`src/design/gss_pkg.sv`:
```
// Shared types and constants for the gate step sequencer.
// Used by gss_core, gate_step_sequencer, gss_checker and tb; no dependencies.
`default_nettype none

package gss_pkg;

  // Default values of the top-level parameters.
  localparam int MAX_STEPS_DEF = 64;
  localparam int TIME_BITS_DEF = 24;

  // Extra lamp time added to the measured gate-high time, in milliseconds.
  localparam int PULSE_EXTRA = 200;

  // Configuration register indexes and widths.
  localparam int CFG_DATA_W  = 64;
  localparam int CFG_INDEX_W = 1;
  localparam logic [CFG_INDEX_W-1:0] REG_STEP_PATTERN = 1'd0;
  localparam logic [CFG_INDEX_W-1:0] REG_STEP_COUNT   = 1'd1;
  localparam int COUNT_W = 7;
  localparam logic [COUNT_W-1:0] STEP_COUNT_RESET = 7'd16;

  // Stream widths.
  localparam int STEP_W   = 6;
  localparam int S_DATA_W = 8;
  localparam int M_DATA_W = 16;

  // One result beat.
  typedef struct packed {
    logic              wrapped;
    logic [STEP_W-1:0] current_step;
    logic              reset_lamp;
    logic              trigger_low;
  } result_t;

endpackage

`default_nettype wire

```
`src/design/gate_step_sequencer.sv`:
```
// Gate step sequencer: each input beat's result is registered and shown as a result beat in the next cycle.
// Throughput one beat per cycle; the input is taken whenever the result register is
// empty or is being emptied in the same cycle, so the rate is set by the output side.
// Reset (rst, synchronous) clears the state, releases the trigger, sets the pattern to
// zero and the step count to sixteen. Depends on gss_pkg and gss_core.
`default_nettype none

module gate_step_sequencer
  import gss_pkg::*;
#(
  parameter int MAX_STEPS = MAX_STEPS_DEF,
  parameter int TIME_BITS = TIME_BITS_DEF
) (
  input  wire logic                   clk,
  input  wire logic                   rst,
  input  wire logic                   cfg_we,
  input  wire logic [CFG_INDEX_W-1:0] cfg_index,
  input  wire logic [CFG_DATA_W-1:0]  cfg_data,
  input  wire logic                   s_tvalid,
  output logic                        s_tready,
  input  wire logic [S_DATA_W-1:0]    s_tdata,   // [0] gate_level
  output logic                        m_tvalid,
  input  wire logic                   m_tready,
  output logic [M_DATA_W-1:0]         m_tdata    // [0] trigger_low, [1] reset_lamp,
                                                 // [7:2] current_step, [8] wrapped
);

  localparam int RES_W = $bits(result_t);

  result_t res;
  logic    s_beat;

  assign s_tready = !m_tvalid || m_tready;
  assign s_beat   = s_tvalid && s_tready;

  gss_core #(
    .MAX_STEPS (MAX_STEPS),
    .TIME_BITS (TIME_BITS)
  ) u_core (
    .clk        (clk),
    .rst        (rst),
    .cfg_we     (cfg_we),
    .cfg_index  (cfg_index),
    .cfg_data   (cfg_data),
    .step_en    (s_beat),
    .gate_level (s_tdata[0]),
    .res        (res)
  );

  always_ff @(posedge clk) begin
    if (rst) begin
      m_tvalid <= 1'b0;
    end else if (s_beat) begin
      m_tvalid <= 1'b1;
    end else if (m_tready) begin
      m_tvalid <= 1'b0;
    end
  end

  // The result register loads only on an input beat, so a stalled beat holds.
  always_ff @(posedge clk) begin
    if (s_beat) begin
      m_tdata <= {{(M_DATA_W-RES_W){1'b0}}, res};
    end
  end

endmodule

`default_nettype wire

```
`src/design/gss_core.sv`:
```
// Sequencer state and configuration registers; computes the result of one gate sample.
// Depends on gss_pkg.
`default_nettype none

module gss_core
  import gss_pkg::*;
#(
  parameter int MAX_STEPS = MAX_STEPS_DEF,
  parameter int TIME_BITS = TIME_BITS_DEF
) (
  input  wire logic                   clk,
  input  wire logic                   rst,
  input  wire logic                   cfg_we,
  input  wire logic [CFG_INDEX_W-1:0] cfg_index,
  input  wire logic [CFG_DATA_W-1:0]  cfg_data,
  input  wire logic                   step_en,
  input  wire logic                   gate_level,
  output result_t                     res
);

  localparam int IDX_W = (MAX_STEPS > 1) ? $clog2(MAX_STEPS) : 1;
  localparam logic [COUNT_W-1:0] MAX_CNT = COUNT_W'(MAX_STEPS);
  localparam logic [TIME_BITS-1:0] TIME_MAX = {TIME_BITS{1'b1}};

  logic [MAX_STEPS-1:0] step_pattern;
  logic [COUNT_W-1:0]   step_count;

  logic [IDX_W-1:0]     step_index,     step_index_next;
  logic                 edge_seen,      edge_seen_next;
  logic                 trigger_reg,    trigger_reg_next;
  logic [TIME_BITS-1:0] gate_high_time, gate_high_time_next;
  logic [TIME_BITS-1:0] pulse_duration, pulse_duration_next;
  logic [TIME_BITS-1:0] pulse_elapsed,  pulse_elapsed_next;
  logic                 lamp_on,        lamp_on_next;
  logic                 wrap;

  logic [COUNT_W-1:0]   eff_count;
  logic [COUNT_W-1:0]   idx_plus;
  logic [TIME_BITS:0]   ght_sum;
  logic [TIME_BITS:0]   dur_sum;
  logic [TIME_BITS-1:0] ght_inc;

  always_ff @(posedge clk) begin
    if (rst) begin
      step_pattern <= '0;
      step_count   <= STEP_COUNT_RESET;
    end else if (cfg_we) begin
      unique case (cfg_index)
        REG_STEP_PATTERN: step_pattern <= cfg_data[MAX_STEPS-1:0];
        REG_STEP_COUNT:   step_count   <= cfg_data[COUNT_W-1:0];
        default: ;
      endcase
    end
  end

  // A count of zero behaves as one; anything above the step capacity is clamped.
  always_comb begin
    eff_count = step_count;
    if (step_count == '0) eff_count = COUNT_W'(1);
    if (step_count > MAX_CNT) eff_count = MAX_CNT;
  end

  assign idx_plus = COUNT_W'(step_index) + COUNT_W'(1);
  assign ght_sum  = {1'b0, gate_high_time} + (TIME_BITS+1)'(1);
  assign ght_inc  = edge_seen ? (ght_sum[TIME_BITS] ? TIME_MAX : ght_sum[TIME_BITS-1:0])
                              : gate_high_time;
  assign dur_sum  = {1'b0, ght_inc} + (TIME_BITS+1)'(PULSE_EXTRA);

  always_comb begin
    step_index_next     = step_index;
    edge_seen_next      = edge_seen;
    trigger_reg_next    = trigger_reg;
    gate_high_time_next = ght_inc;
    pulse_duration_next = pulse_duration;
    pulse_elapsed_next  = pulse_elapsed;
    lamp_on_next        = lamp_on;
    wrap                = 1'b0;

    // The lamp counts down first; it goes dark once no time is left.
    if (lamp_on) begin
      if (pulse_elapsed == '0) lamp_on_next = 1'b0;
      else pulse_elapsed_next = pulse_elapsed - TIME_BITS'(1);
    end

    if (gate_level) begin
      if (!edge_seen) begin
        gate_high_time_next = '0;
        if (step_pattern[step_index]) trigger_reg_next = 1'b0;
        if (idx_plus >= eff_count) begin
          step_index_next    = '0;
          wrap               = 1'b1;
          lamp_on_next       = 1'b1;
          pulse_elapsed_next = pulse_duration;
        end else begin
          step_index_next = idx_plus[IDX_W-1:0];
        end
        edge_seen_next = 1'b1;
      end
    end else begin
      if (edge_seen) begin
        pulse_duration_next = dur_sum[TIME_BITS] ? TIME_MAX : dur_sum[TIME_BITS-1:0];
      end
      edge_seen_next   = 1'b0;
      trigger_reg_next = 1'b1;
    end
  end

  always_ff @(posedge clk) begin
    if (rst) begin
      step_index     <= '0;
      edge_seen      <= 1'b0;
      trigger_reg    <= 1'b1;
      gate_high_time <= '0;
      pulse_duration <= '0;
      pulse_elapsed  <= '0;
      lamp_on        <= 1'b0;
    end else if (step_en) begin
      step_index     <= step_index_next;
      edge_seen      <= edge_seen_next;
      trigger_reg    <= trigger_reg_next;
      gate_high_time <= gate_high_time_next;
      pulse_duration <= pulse_duration_next;
      pulse_elapsed  <= pulse_elapsed_next;
      lamp_on        <= lamp_on_next;
    end
  end

  assign res.trigger_low  = trigger_reg_next;
  assign res.reset_lamp   = lamp_on_next;
  assign res.current_step = STEP_W'(step_index_next);
  assign res.wrapped      = wrap;

endmodule

`default_nettype wire

```
`config.mk`:
```
export PLATFORM = sky130hd
export DESIGN_NAME = gate_step_sequencer
export DESIGN_NICKNAME = d
export VERILOG_FILES = /design/src/design/gss_pkg.sv /design/src/design/gate_step_sequencer.sv /design/src/design/gss_core.sv
export SDC_FILE = /design/constraint.sdc
export NUM_CORES = 1
export LEC_CHECK = 0
export ABC_AREA = 1
export BUFFER_PORTS_ARGS = -buffer_cell sky130_fd_sc_hd__clkbuf_2
export CORE_MARGIN = 3
export CORE_UTILIZATION = 60
export CTS_CLUSTER_SIZE = 16
export DETAILED_ROUTE_END_ITERATION = 6
export PLACE_DENSITY_LB_ADDON = 0.08
export SYNTH_ARGS = -nofsm -noshare
export SYNTH_HDL_FRONTEND = slang
export SYNTH_SLANG_ARGS = --single-unit
```
`constraint.sdc`:
```
create_clock -name clk -period 5.8 [get_ports clk]
set_input_delay 0.29 -clock clk [delete_from_list [all_inputs] [get_ports clk]]
set_output_delay 0.29 -clock clk [all_outputs]
set_load 0.005 [all_outputs]
```
==> results by group, run 1 <==
Drt
  – Starting DRT DRC Count: 857
  – Antenna viol nets, final: 0
  – Wirelength per Cell: 14.4 um
  – Routed vias: 9,222
  – Drt first pass iters: 5
  – Via density: 5.66
  – DRC Markers: 0
  – WL final: 23,500 um

Synthesis
  – Ys flop type: dfxtp_1
  – Yosys cell types: 44
  – Syn Inst Count: 1,400
  – Post-synth EDFFs: 9
  – Synthesized flop and latch total: 162
  – Register area share after synthesis: 36.1%
  – Synthesized area: 9220 um2
  – Ys Warns: 0
  – Asr flop ratio synth: 0%
  – Avg Cell Area, Syn: 6.59 um2

Finish
  – Flip-flop count of the largest register after layout: 64
  – Share of cells above drive strength 1: 11.6%
  – # diodes: 0
  – Top reg by flops: u_core.step_pattern
  – Layout Area Growth over Synthesis: 10.1%
  – Nets: 1,523

STA
  – Slew Limit Fails: 0
  – RSZ-0062 raised after global routing: no
  – FMAX: 0.308 GHz
  – Rel. slew slack: 26.1%
  – Final worst path period need: 3.25 ns
  – Setup TNS: 0 ns
  – Setup WS post-layout: 2.55 ns
  – Period Utilization, post-route: 56.1%
  – Slew @ Worst Pin: 1.11 ns
  – WHS: 0.0750 ns
  – Setup violations, final: 0
  – Final Hold Fails: 0
  – Clock skew: 0.00999 ns

Clock network
  – H-tree depth reported by CTS: 4
  – Root buffer cell: clkbuf_16
  – # hold bufs at CTS: 0
  – Post-cts resize count: 0
  – CTS tree: done
  – Clock Path Buffers: 2
  – Setup Buffers After CTS: 0
  – Clk_lat worst skew: 0.44 ns
  – Clk sinks: 162
  – Reg clk slew, reported paths: 0.07 ns
  – CTS Buf Count: 17

Critical path
  – Worst setup SP type: flop
  – CP peak stage delay: 0.85 ns
  – Crit Path Max Fanout: 47
  – Largest delay share family, worst path: flip-flops
  – Crit path max-delay cell type: dfxtp_1
  – Worst path required time: 6.09 ns
  – CP Depth: 13
  – Critical path, cell by cell: nand2_1 -> nor2_1 -> nand3_1 -> xor2_1 -> ha_1 -> nand2_1 -> o21a_1 -> nand3_1 -> nand2_1 -> buf_4 -> o211ai_1 -> o211ai_1 -> a21oi_1
  – Crit Reg-Reg Startpoint: u_core.step_index[1]$_SDFFE_PP0P_
  – Crit path top cell by count: nand2_1
  – Critical R2R Capture: u_core.pulse_elapsed[11]$_SDFFE_PP0P_
  – CP bufs+invs: 1
  – Crit end category: flop
  – CP endpoint: u_core.pulse_elapsed[11]$_SDFFE_PP0P_
  – Setup CP Type: flop to flop
  – Worst R2R Setup Slack: 2.55 ns
  – Crit path DAT: 3.54 ns
  – CP startpoint: u_core.step_index[1]$_SDFFE_PP0P_
  – Worst r2r path cells: 13

Placed design
  – Pre-CTS setup slack: 2.62 ns
  – Port bufs: 81
  – DPL Wire Length: 15,700 um
  – Placer Congestion: 0.889

GRT
  – Gr ovfl total: 0
  – Global Route Usage Sum: 28.6%
  – Vias in the first global route: 8,388
  – Largest net degree at the start of global routing: 95
  – Initial antenna violation count: 0
  – Global-route wire length before repair: 39,600 um

Die
  – FP Rows: 44
  – Starting density of the core: 62.3%
  – Die area: 16,900 um2
  – Die height: 130 um
  – Io pins: 96
  – Die X: 130 um
  – Core Area: 14,800 um2

Pwr
  – Lkg Pwr: 0.00445 uW
  – Peak supply drop: 0.000220 V
  – PD cells: 301 nW/um2

Status
  – Outcome: complete, no violations

Run
  – Max-cap violations: 0

Worst hold path
  – Min-Delay Path Class: primary input to flop
-- cell usage in the layout (no fill, tap or decap), drive strengths merged, types with 5 or more instances in the layout --
cell type	n
nor2	284
nand3	106
ha	12
or2	5
conb	7
clkinv	9
nor3	5
nand3b	7
nand2	273
o22ai	10
dfxtp	153
o21a	6
nand4	21
o211ai	38
inv	115
xnor2	6
a21oi	73
o21ai	153
xor2	23
clkbuf	101
a31oi	9
buf	8
edfxtp	9
-- metrics by stage --
step	util [%]	instance area (um2)	std cells	total power, uW
finish	68.6	10200	1630	3050
global route	68.6	10200	1630	3220
floorplan	-	9250	1406	1810
detailed placement	64.8	9590	1598	1970
global placement	64.8	9590	1598	1960
CTS	68.6	10200	1630	3050
-- worst reg2reg max path, stage by stage, from the launching register on --
cell      delay [ns]
dfxtp_1         0.85
nand2_1         0.13
nor2_1          0.20
nand3_1         0.12
xor2_1          0.24
ha_1            0.31
nand2_1         0.10
o21a_1          0.14
nand3_1         0.11
nand2_1         0.08
buf_4           0.39
o211ai_1        0.21
o211ai_1        0.15
a21oi_1         0.09
-- cell families (layout without fill, tap and decap cells) --
logic type,count (synthesis),in the layout,share of synthesized area (%)
AND/OR/NAND/NOR,702,702,32.7
adder cells (fa/ha/maj),12,12,1.63
AO/OA/AOI/OAI,299,299,18.2
flip-flops,162,162,36.1
XOR/XNOR,29,29,2.75
buffers and inverters,195,235,8.57
other,1,7,0.0407
-- metal layers --
metal | track usage (%) | up-vias | part of all wire [%]
li1 | - | 4662 | -
met1 | 40.6 | 4227 | 47
met3 | 4.87 | 43 | 5.6
met4 | 8.86 | 0 | 2.0
met5 | 0 | - | 0
met2 | 44.9 | 290 | 45
-- Yosys cell counts (7+ instances only) --
| cell type | instances | area, um2 |
|---|---|---|
| nor2_1 | 274 | 1030 |
| nand2_1 | 259 | 972 |
| dfxtp_1 | 153 | 3060 |
| o21ai_0 | 149 | 746 |
| inv_1 | 108 | 405 |
| nand3_1 | 98 | 490 |
| a21oi_1 | 72 | 360 |
| clkbuf_1 | 66 | 248 |
| o211ai_1 | 38 | 285 |
| xor2_1 | 23 | 201 |
| nand4_1 | 19 | 119 |
| nand2_2 | 14 | 87.6 |
| ha_1 | 12 | 150 |
| o22ai_1 | 10 | 62.6 |
| a31oi_1 | 9 | 56.3 |
| buf_4 | 9 | 67.6 |
| edfxtp_1 | 9 | 270 |
| nand3_2 | 7 | 70.1 |
| nand3b_1 | 7 | 52.6 |
-- where the power goes --
group	switching, uW	leakage [uW]	internal, uW	total [uW]
clock	487	0.000274	591	1080
combinational	458	0.00284	254	712
sequential	62.1	0.00134	1200	1260
-- area by class of cell --
type / count / area, um2
tap: 184 / 230
sequential: 162 / 3330
clock buffer: 20 / 468
fill: 1362 / 4660
timing repair buffer: 89 / 465
inverter: 114 / 428
clock inverter: 12 / 95.1
multi-input combinational: 1049 / 5130
-- how the worst min path moves through the flow --
| stage | from | end | slack (ns) | cells after the start |
|---|---|---|---|---|
| 2_1_floorplan | cfg_data[4] | u_core.step_count[4]$_SDFFE_PP1P_ | 0.42 | 2 |
| 3_3_place_gp | u_core.trigger_reg$_SDFFE_PP1P_ | u_core.trigger_reg$_SDFFE_PP1P_ | 0.45 | 2 |
| 3_5_place_dp | u_core.pulse_elapsed[23]$_SDFFE_PP0P_ | u_core.pulse_elapsed[23]$_SDFFE_PP0P_ | 0.46 | 2 |
| 4_1_cts | cfg_data[58] | u_core.step_pattern[58]$_SDFFE_PP0P_ | 0.07 | 3 |
| 5_1_grt | cfg_data[30] | u_core.step_pattern[30]$_SDFFE_PP0P_ | 0.07 | 3 |
| 6_report | cfg_data[56] | u_core.step_pattern[56]$_SDFFE_PP0P_ | 0.07 | 3 |
(Power assumes the default switching activity.)
==> run 2, diff against run 1 <==
--- a/config.mk
+++ b/config.mk
@@ -8,7 +8,7 @@
 export ABC_AREA = 1
 export BUFFER_PORTS_ARGS = -buffer_cell sky130_fd_sc_hd__clkbuf_2
 export CORE_MARGIN = 3
-export CORE_UTILIZATION = 60
+export CORE_UTILIZATION = 54
 export CTS_CLUSTER_SIZE = 16
 export DETAILED_ROUTE_END_ITERATION = 6
 export PLACE_DENSITY_LB_ADDON = 0.08
==> constraint.sdc (replaced) <==
create_clock -name clk -period 2.8 [get_ports clk]
set_input_delay 0.14 -clock clk [delete_from_list [all_inputs] [get_ports clk]]
set_output_delay 0.14 -clock clk [all_outputs]
set_load 0.005 [all_outputs]
==> run 2 against run 1 <==
  * Sequential share of layout area down 2.9 points
  * Clock power up 120%
  * Sequential power up 110%
  * Sequential cell count unchanged
  * Utilization down 1.6 points
  * Cell count up 7.8%
  * Clock skew up 0.0021 ns
  * Register-to-register slack worse by 2.3 ns
  * Fmax up 25%
==> results by group, run 2 (synthesis gave the netlist of run 1 again) <==
GRT
  – Global Route Usage Sum: 27.5% (was 28.6%)
  – Vias in the first global route: 8,665 (was 8,388)
  – Initial antenna violation count: 0 (unchanged)
  – Global-route wire length before repair: 41,800 um (was 39,600 um)
  – Gr ovfl total: 0 (unchanged)
  – Largest net degree at the start of global routing: 65 (was 95)

Die
  – Die height: 137 um (was 130 um)
  – Die area: 18,700 um2 (was 16,900 um2)
  – Core Area: 16,600 um2 (was 14,800 um2)
  – Io pins: 96 (unchanged)
  – FP Rows: 47 (was 44)
  – Starting density of the core: 55.4% (was 62.3%)
  – Die X: 137 um (was 130 um)

Finish
  – Top reg by flops: u_core.step_pattern (unchanged)
  – Layout Area Growth over Synthesis: 20.7% (was 10.1%)
  – Util after Layout: 66.9% (was 68.6%)
  – Share of cells above drive strength 1: 13.1% (was 11.6%)
  – Most frequent cells in the layout: nor2_1, nand2_1, dfxtp_1 (unchanged)
  – # diodes: 0 (unchanged)
  – Most common cell after layout, fill and taps aside: nor2_1 (unchanged)
  – Flip-flop count of the largest register after layout: 64 (unchanged)
  – Nets: 1,614 (was 1,523)

Critical path
  – Crit Reg-Reg Startpoint: u_core.step_index[0]$_SDFFE_PP0P_ (was u_core.step_index[1]$_SDFFE_PP0P_)
  – Crit Path Max Fanout: 47 (unchanged)
  – Crit path DAT: 2.88 ns (was 3.54 ns)
  – Worst r2r path cells: 12 (was 13)
  – CP bufs+invs: 2 (was 1)
  – Worst setup SP type: flop (unchanged)
  – Crit path max-delay cell type: dfxtp_1 (unchanged)
  – Setup CP Type: flop to flop (unchanged)
  – Critical R2R Capture: u_core.pulse_elapsed[23]$_SDFFE_PP0P_ (was u_core.pulse_elapsed[11]$_SDFFE_PP0P_)
  – CP peak stage delay: 0.44 ns (was 0.85 ns)
  – Worst R2R Setup Slack: 0.21 ns (was 2.55 ns)
  – Crit end category: flop (unchanged)
  – Largest delay share family, worst path: adder cells (was flip-flops)
  – Critical path, cell by cell: ha_1 -> xor2_1 -> ha_1 -> a21oi_1 -> o21ai_0 -> nand4_1 -> nand3_1 -> nand2_1 -> buf_12 -> inv_1 -> o21bai_1 -> a21oi_1 (was nand2_1 -> nor2_1 -> nand3_1 -> xor2_1 -> ha_1 -> nand2_1 -> o21a_1 -> nand3_1 -> nand2_1 -> buf_4 -> o211ai_1 -> o211ai_1 -> a21oi_1)
  – Worst path required time: 3.09 ns (was 6.09 ns)

Drt
  – Antenna viol nets, final: 0 (unchanged)
  – Drt first pass iters: 5 (unchanged)
  – WL final: 25,300 um (was 23,500 um)
  – Starting DRT DRC Count: 844 (was 857)
  – Via density: 5.41 (was 5.66)
  – DRC Markers: 0 (unchanged)
  – Routed vias: 9,509 (was 9,222)
  – Wirelength per Cell: 14.4 um (about the same)

Pwr
  – Pint: 4470 uW (was 2040 uW)
  – Peak supply drop: 0.000467 V (was 0.000220 V)
  – Sw power: 2150 uW (was 1010 uW)
  – Clock share of power: 36.6% (was 35.3%)
  – PD cells: 594 nW/um2 (was 301 nW/um2)
  – Net Sw Frac: 32.4% (was 33.0%)
  – Overall power: 6620 uW (was 3050 uW)
  – Seq pwr share: 39.2% (was 41.3%)
  – Lkg Pwr: 0.00492 uW (was 0.00445 uW)
  – Combinational share of power: 24.2% (was 23.3%)

STA
  – WHS: 0.0452 ns (was 0.0750 ns)
  – FMAX: 0.386 GHz (was 0.308 GHz)
  – Slew Limit Fails: 0 (unchanged)
  – Clock skew: 0.0121 ns (was 0.00999 ns)
  – Slew @ Worst Pin: 0.709 ns (was 1.11 ns)
  – Setup WS post-layout: 0.209 ns (was 2.55 ns)
  – Setup violations, final: 0 (unchanged)
  – Period Utilization, post-route: 92.5% (was 56.1%)
  – Rel. slew slack: 52.7% (was 26.1%)
  – Final worst path period need: 2.59 ns (was 3.25 ns)
  – Final Hold Fails: 0 (unchanged)

Placed design
  – Placer Congestion: 0.883 (was 0.889)
  – Pre-CTS setup slack: 0.171 ns (was 2.62 ns)
  – DPL Wire Length: 16,700 um (was 15,700 um)
  – Port bufs: 81 (unchanged)

Clock network
  – Clk sinks: 162 (unchanged)
  – CTS Buf Count: 17 (unchanged)
  – Reg clk slew, reported paths: 0.07 ns (about the same)
  – Clock Path Buffers: 2 (unchanged)
  – H-tree depth reported by CTS: 4 (unchanged)
  – CTS tree: done (unchanged)
  – Root buffer cell: clkbuf_16 (unchanged)
  – Clk_lat worst skew: 0.44 ns (about the same)

Status
  – Outcome: complete, no violations (unchanged)

Run
  – Max-cap violations: 0 (unchanged)

Worst hold path
  – Hold Crit Start: m_tready (was cfg_data[56])
  – Hold Path Depth: 4 (was 3)
  – WHS Endpoint: m_tvalid$_SDFFE_PP0P_ (was u_core.step_pattern[56]$_SDFFE_PP0P_)
  – Min-Delay Path Class: primary input to flop (unchanged)
-- run 2: cell types whose count changed in the layout (fill, tap and decap cells not counted), moves of 2 or more --
cell and delta:
clkinvlp_4 -2, nor2_2 +3, dlygate4sd3_1 +64, nor2_1 -3, buf_4 +25, bufinv_16 +2
buf_12 +2, inv_6 +3
-- run 2: power by group through the flow --
| stage | registers, uW | logic, uW | clock network (uW) |
|---|---|---|---|
| final | 2590 | 1600 | 2420 |
| after global routing | 2610 | 1810 | 2550 |
| after CTS | 2590 | 1590 | 2460 |
| after detailed placement | 2640 | 1510 | 0 |
| after global placement | 2640 | 1490 | 0 |
| after floorplan | 2610 | 1130 | 0 |
-- run 2: area by class of cell --
| type | instances | area, um2 |
|---|---|---|
| fillers | 1501 | 5510 |
| well taps | 220 | 275 |
| flip-flops and latches | 162 | 3330 |
| clock inverters | 14 | 168 |
| repair buffers | 180 | 1330 |
| multi-input cells | 1049 | 5160 |
| clock buffers | 18 | 439 |
| inverters | 114 | 428 |
-- run 2: worst register-to-register path: cells and delay by family, from the launching register on --
| family | cells | cell delay [ns] |
|---|---|---|
| adders and majority gates | 2 | 0.56 |
| AOI/OAI and AO/OA | 4 | 0.51 |
| DFF | 1 | 0.44 |
| buffers and inverters | 2 | 0.36 |
| and+or+nand+nor | 3 | 0.30 |
| xor gates and xnor gates | 1 | 0.26 |
-- run 2: timing repair --
action | in CTS | in global routing
endpoints found under the hold margin | 69 | 0
hold buffers | 64 | 0
buffers inserted | 0 | 3
gates resized for setup | 0 | 7
setup endpoints to repair | 0 | 8
-- run 2: through the flow --
| stage | area [um2] | TNS (ns) | cells |
|---|---|---|---|
| final | 11100 | 0 | 1757 |
| after global routing | 11100 | -0.00562 | 1757 |
| after CTS | 11100 | 0 | 1754 |
| after detailed placement | 9840 | 0 | 1658 |
| after global placement | 9840 | 0 | 1658 |
| after floorplan | 9250 | 0 | 1406 |
-- run 2: how the worst max path moves through the flow --
stage / startpoint / end / slack, ns / depth (start not counted)
global placement: u_core.gate_high_time[1]$_SDFFE_PP0P_ / u_core.pulse_duration[19]$_SDFFE_PP0P_ / 0.22 / 17
finish: u_core.step_index[0]$_SDFFE_PP0P_ / u_core.pulse_elapsed[23]$_SDFFE_PP0P_ / 0.21 / 12
CTS: u_core.gate_high_time[1]$_SDFFE_PP0P_ / u_core.pulse_duration[21]$_SDFFE_PP0P_ / 0.14 / 18
global route: u_core.gate_high_time[4]$_SDFFE_PP0P_ / u_core.pulse_duration[21]$_SDFFE_PP0P_ / -0.006 / 17
floorplan: u_core.step_index[0]$_SDFFE_PP0P_ / u_core.pulse_elapsed[20]$_SDFFE_PP0P_ / 0.07 / 16
detailed placement: u_core.gate_high_time[1]$_SDFFE_PP0P_ / u_core.pulse_duration[21]$_SDFFE_PP0P_ / 0.17 / 18
-- run 2: per-layer routing --
metal,GRT usage (%),vias to the layer above,routed length (um)
met5,0,-,0
met4,7.50,0,542
met3,5.59,49,1120
met2,43.2,218,11500
met1,38.6,4389,12200
li1,-,4853,-
==> run 3, diff against run 2 <==
--- a/config.mk
+++ b/config.mk
@@ -12,6 +12,7 @@
 export CTS_CLUSTER_SIZE = 16
 export DETAILED_ROUTE_END_ITERATION = 6
 export PLACE_DENSITY_LB_ADDON = 0.08
+export REMOVE_ABC_BUFFERS = 1
 export SYNTH_ARGS = -nofsm -noshare
 export SYNTH_HDL_FRONTEND = slang
 export SYNTH_SLANG_ARGS = --single-unit
==> run 3 against run 2 <==
  * Clock skew grew 0.0025 ns
  * First-iteration DRC count up 0.95%
  * Via count fell by 0.12%
  * Combinational power barely moved
  * Hold slack got worse by 0.011 ns
  * Non-clock buffer count shrank 7
  * Design area shrank 1.0%
  * Routed wire length is 0.15% lower
  * Power shrank 2.2%
  * Count of clock-buffer cells in the layout unchanged
  * Largest cell class unchanged
  * Highest routed layer unchanged
==> results by group, run 3 (synthesis gave the netlist of run 1 again) <==
STA
  – Rel. slew slack: 53.9% (was 52.7%)
  – Period Utilization, post-route: 92.5% (about the same)
  – Setup violations, final: 0 (unchanged)
  – WHS: 0.0346 ns (was 0.0452 ns)
  – Slew Limit Fails: 0 (unchanged)
  – RSZ-0062 raised after global routing: no
  – Clock skew: 0.0146 ns (was 0.0121 ns)
  – FMAX: 0.386 GHz (about the same)
  – Final worst path period need: 2.59 ns (about the same)
  – Slew @ Worst Pin: 0.692 ns (was 0.709 ns)
  – Final Hold Fails: 0 (unchanged)

Critical path
  – Worst setup SP type: flop (unchanged)
  – Crit path top cell by count: nand2_2
  – CP peak stage delay: 0.39 ns (was 0.44 ns)
  – Worst path required time: 3.16 ns (was 3.09 ns)
  – Largest delay share family, worst path: simple AND/OR/NAND/NOR gates (was adder cells)
  – Critical path, cell by cell: ha_1 -> nand2_2 -> nor2_8 -> nand3_4 -> nor2_4 -> nand2_2 -> buf_4 -> nand2_1 -> nand2_2 -> nand2_2 -> nand2_2 -> nor2_4 -> nand3_4 -> buf_4 -> a31oi_1 (was ha_1 -> xor2_1 -> ha_1 -> a21oi_1 -> o21ai_0 -> nand4_1 -> nand3_1 -> nand2_1 -> buf_12 -> inv_1 -> o21bai_1 -> a21oi_1)
  – Crit end category: flop (unchanged)
  – Crit path DAT: 2.94 ns (was 2.88 ns)
  – Worst r2r path cells: 15 (was 12)
  – CP bufs+invs: 2 (unchanged)
  – Crit path max-delay cell type: dfxtp_1 (unchanged)
  – Crit Path Max Fanout: 14 (was 47)
  – Setup CP Type: flop to flop (unchanged)
  – CP Depth: 15 (was 12)

GRT
  – Global Route Usage Sum: 27.7% (was 27.5%)
  – Vias in the first global route: 8,626 (was 8,665)
  – Gr ovfl total: 0 (unchanged)
  – Initial antenna violation count: 0 (unchanged)
  – Global-route wire length before repair: 41,900 um (was 41,800 um)
  – Largest net degree at the start of global routing: 65 (unchanged)

Pwr
  – Lkg Pwr: 0.00483 uW (was 0.00492 uW)
  – PD cells: 587 nW/um2 (was 594 nW/um2)
  – Peak supply drop: 0.000462 V (was 0.000467 V)

Finish
  – Util after Layout: 66.2% (was 66.9%)
  – # diodes: 0 (unchanged)
  – Top reg by flops: u_core.step_pattern (unchanged)
  – Non-filler cells, final: 1,750 (was 1,757)
  – Most frequent cells in the layout: nor2_1, nand2_1, dfxtp_1 (unchanged)
  – Most common cell after layout, fill and taps aside: nor2_1 (unchanged)
  – Nets: 1,607 (was 1,614)
  – Flip-flop count of the largest register after layout: 64 (unchanged)
  – Fillers: 1,503 (was 1,501)
  – Layout Area Growth over Synthesis: 19.5% (was 20.7%)
  – Share of cells above drive strength 1: 12.7% (was 13.1%)

Die
  – Core Area: 16,600 um2 (unchanged)
  – FP Rows: 47 (unchanged)
  – Die X: 137 um (unchanged)
  – Starting density of the core: 55.4% (unchanged)
  – Die height: 137 um (unchanged)
  – Io pins: 96 (unchanged)
  – Die area: 18,700 um2 (unchanged)

Run
  – Max-cap violations: 0 (unchanged)

Placed design
  – Placer Congestion: 0.896 (was 0.883)
  – Placed instance count: 1,654 (was 1,658)
  – DPL Wire Length: 16,300 um (was 16,700 um)
  – Port bufs: 81 (unchanged)

Clock network
  – Clock Path Buffers: 2 (unchanged)
  – Clk sinks: 162 (unchanged)
  – H-tree depth reported by CTS: 4 (unchanged)
  – Root buffer cell: clkbuf_16 (unchanged)
  – Setup Buffers After CTS: 0 (unchanged)
  – CTS tree: done (unchanged)
  – Reg clk slew, reported paths: 0.07 ns (about the same)
  – Clk_lat worst skew: 0.44 ns (about the same)
  – CTS Buf Count: 17 (unchanged)

Drt
  – Starting DRT DRC Count: 852 (was 844)
  – Antenna viol nets, final: 0 (unchanged)
  – Via density: 5.43 (was 5.41)
  – Drt first pass iters: 5 (unchanged)
  – DRC Markers: 0 (unchanged)
  – Routed vias: 9,498 (was 9,509)
  – WL final: 25,300 um (about the same)
  – Wirelength per Cell: 14.4 um (about the same)

Worst hold path
  – Hold Path Depth: 4 (unchanged)
  – Min-Delay Path Class: primary input to flop (unchanged)

Status
  – Outcome: complete, no violations (unchanged)
==> run 3: path summary, 6_finish.rpt <==
kind	from	endpoint	slack, ns
max	u_core.gate_high_time[1]$_SDFFE_PP0P_	u_core.pulse_duration[5]$_SDFFE_PP0P_	0.21
min	m_tready	m_tvalid$_SDFFE_PP0P_	0.03
max reg2reg	u_core.gate_high_time[1]$_SDFFE_PP0P_	u_core.pulse_duration[5]$_SDFFE_PP0P_	0.21
min reg2reg	u_core.trigger_reg$_SDFFE_PP1P_	u_core.trigger_reg$_SDFFE_PP1P_	0.46
==> run 3: metal layers <==
| layer | GRT usage (%) | vias up | routed length [um] |
|---|---|---|---|
| li1 | - | 4835 | - |
| met1 | 39.1 | 4358 | 11900 |
| met3 | 4.82 | 48 | 1270 |
| met2 | 43.5 | 257 | 11600 |
| met4 | 8.23 | 0 | 515 |
| met5 | 0 | - | 0 |
==> run 3: worst register-to-register path, stage by stage, from the launching register on <==
cell,delay [ns]
dfxtp_1,0.39
ha_1,0.21
nand2_2,0.11
nor2_8,0.17
nand3_4,0.11
nor2_4,0.11
nand2_2,0.10
buf_4,0.19
nand2_1,0.15
nand2_2,0.11
nand2_2,0.12
nand2_2,0.10
nor2_4,0.14
nand3_4,0.14
buf_4,0.22
a31oi_1,0.15
==> run 3: report_power, final <==
| part | switching (uW) | internal (uW) | total, uW |
|---|---|---|---|
| Combinational | 998 | 616 | 1610 |
| Clock | 1030 | 1240 | 2270 |
| Sequential | 105 | 2480 | 2590 |
==> run 3: per-stage QoR <==
stage	setup WS (ns)	TNS (ns)	instance area (um2)	total power, uW
after floorplan	-0.457	-19.63	8880	3680
after global placement	0.228	0	9800	4130
after detailed placement	0.186	0	9800	4150
after CTS	0.140	0	11000	6480
after global routing	0.0158	0	11000	6820
final	0.211	0	11000	6470
==> run 3: cell type report <==
type | instances | area (um2) | share of cell area, %
clock inverters | 14 | 128 | 1.16
repair buffers | 173 | 1270 | 11.5
well taps | 220 | 275 | 2.50
flip-flops and latches | 162 | 3330 | 30.2
multi-input cells | 1049 | 5160 | 46.8
clock buffers | 18 | 429 | 3.89
inverters | 114 | 428 | 3.88
==> run 3: timing repair <==
action | 4_1_cts | 5_1_grt
gates resized for setup | 0 | 8
hold buffers | 64 | 0
endpoints found under the hold margin | 69 | 0
endpoints found under the setup margin | 0 | 21
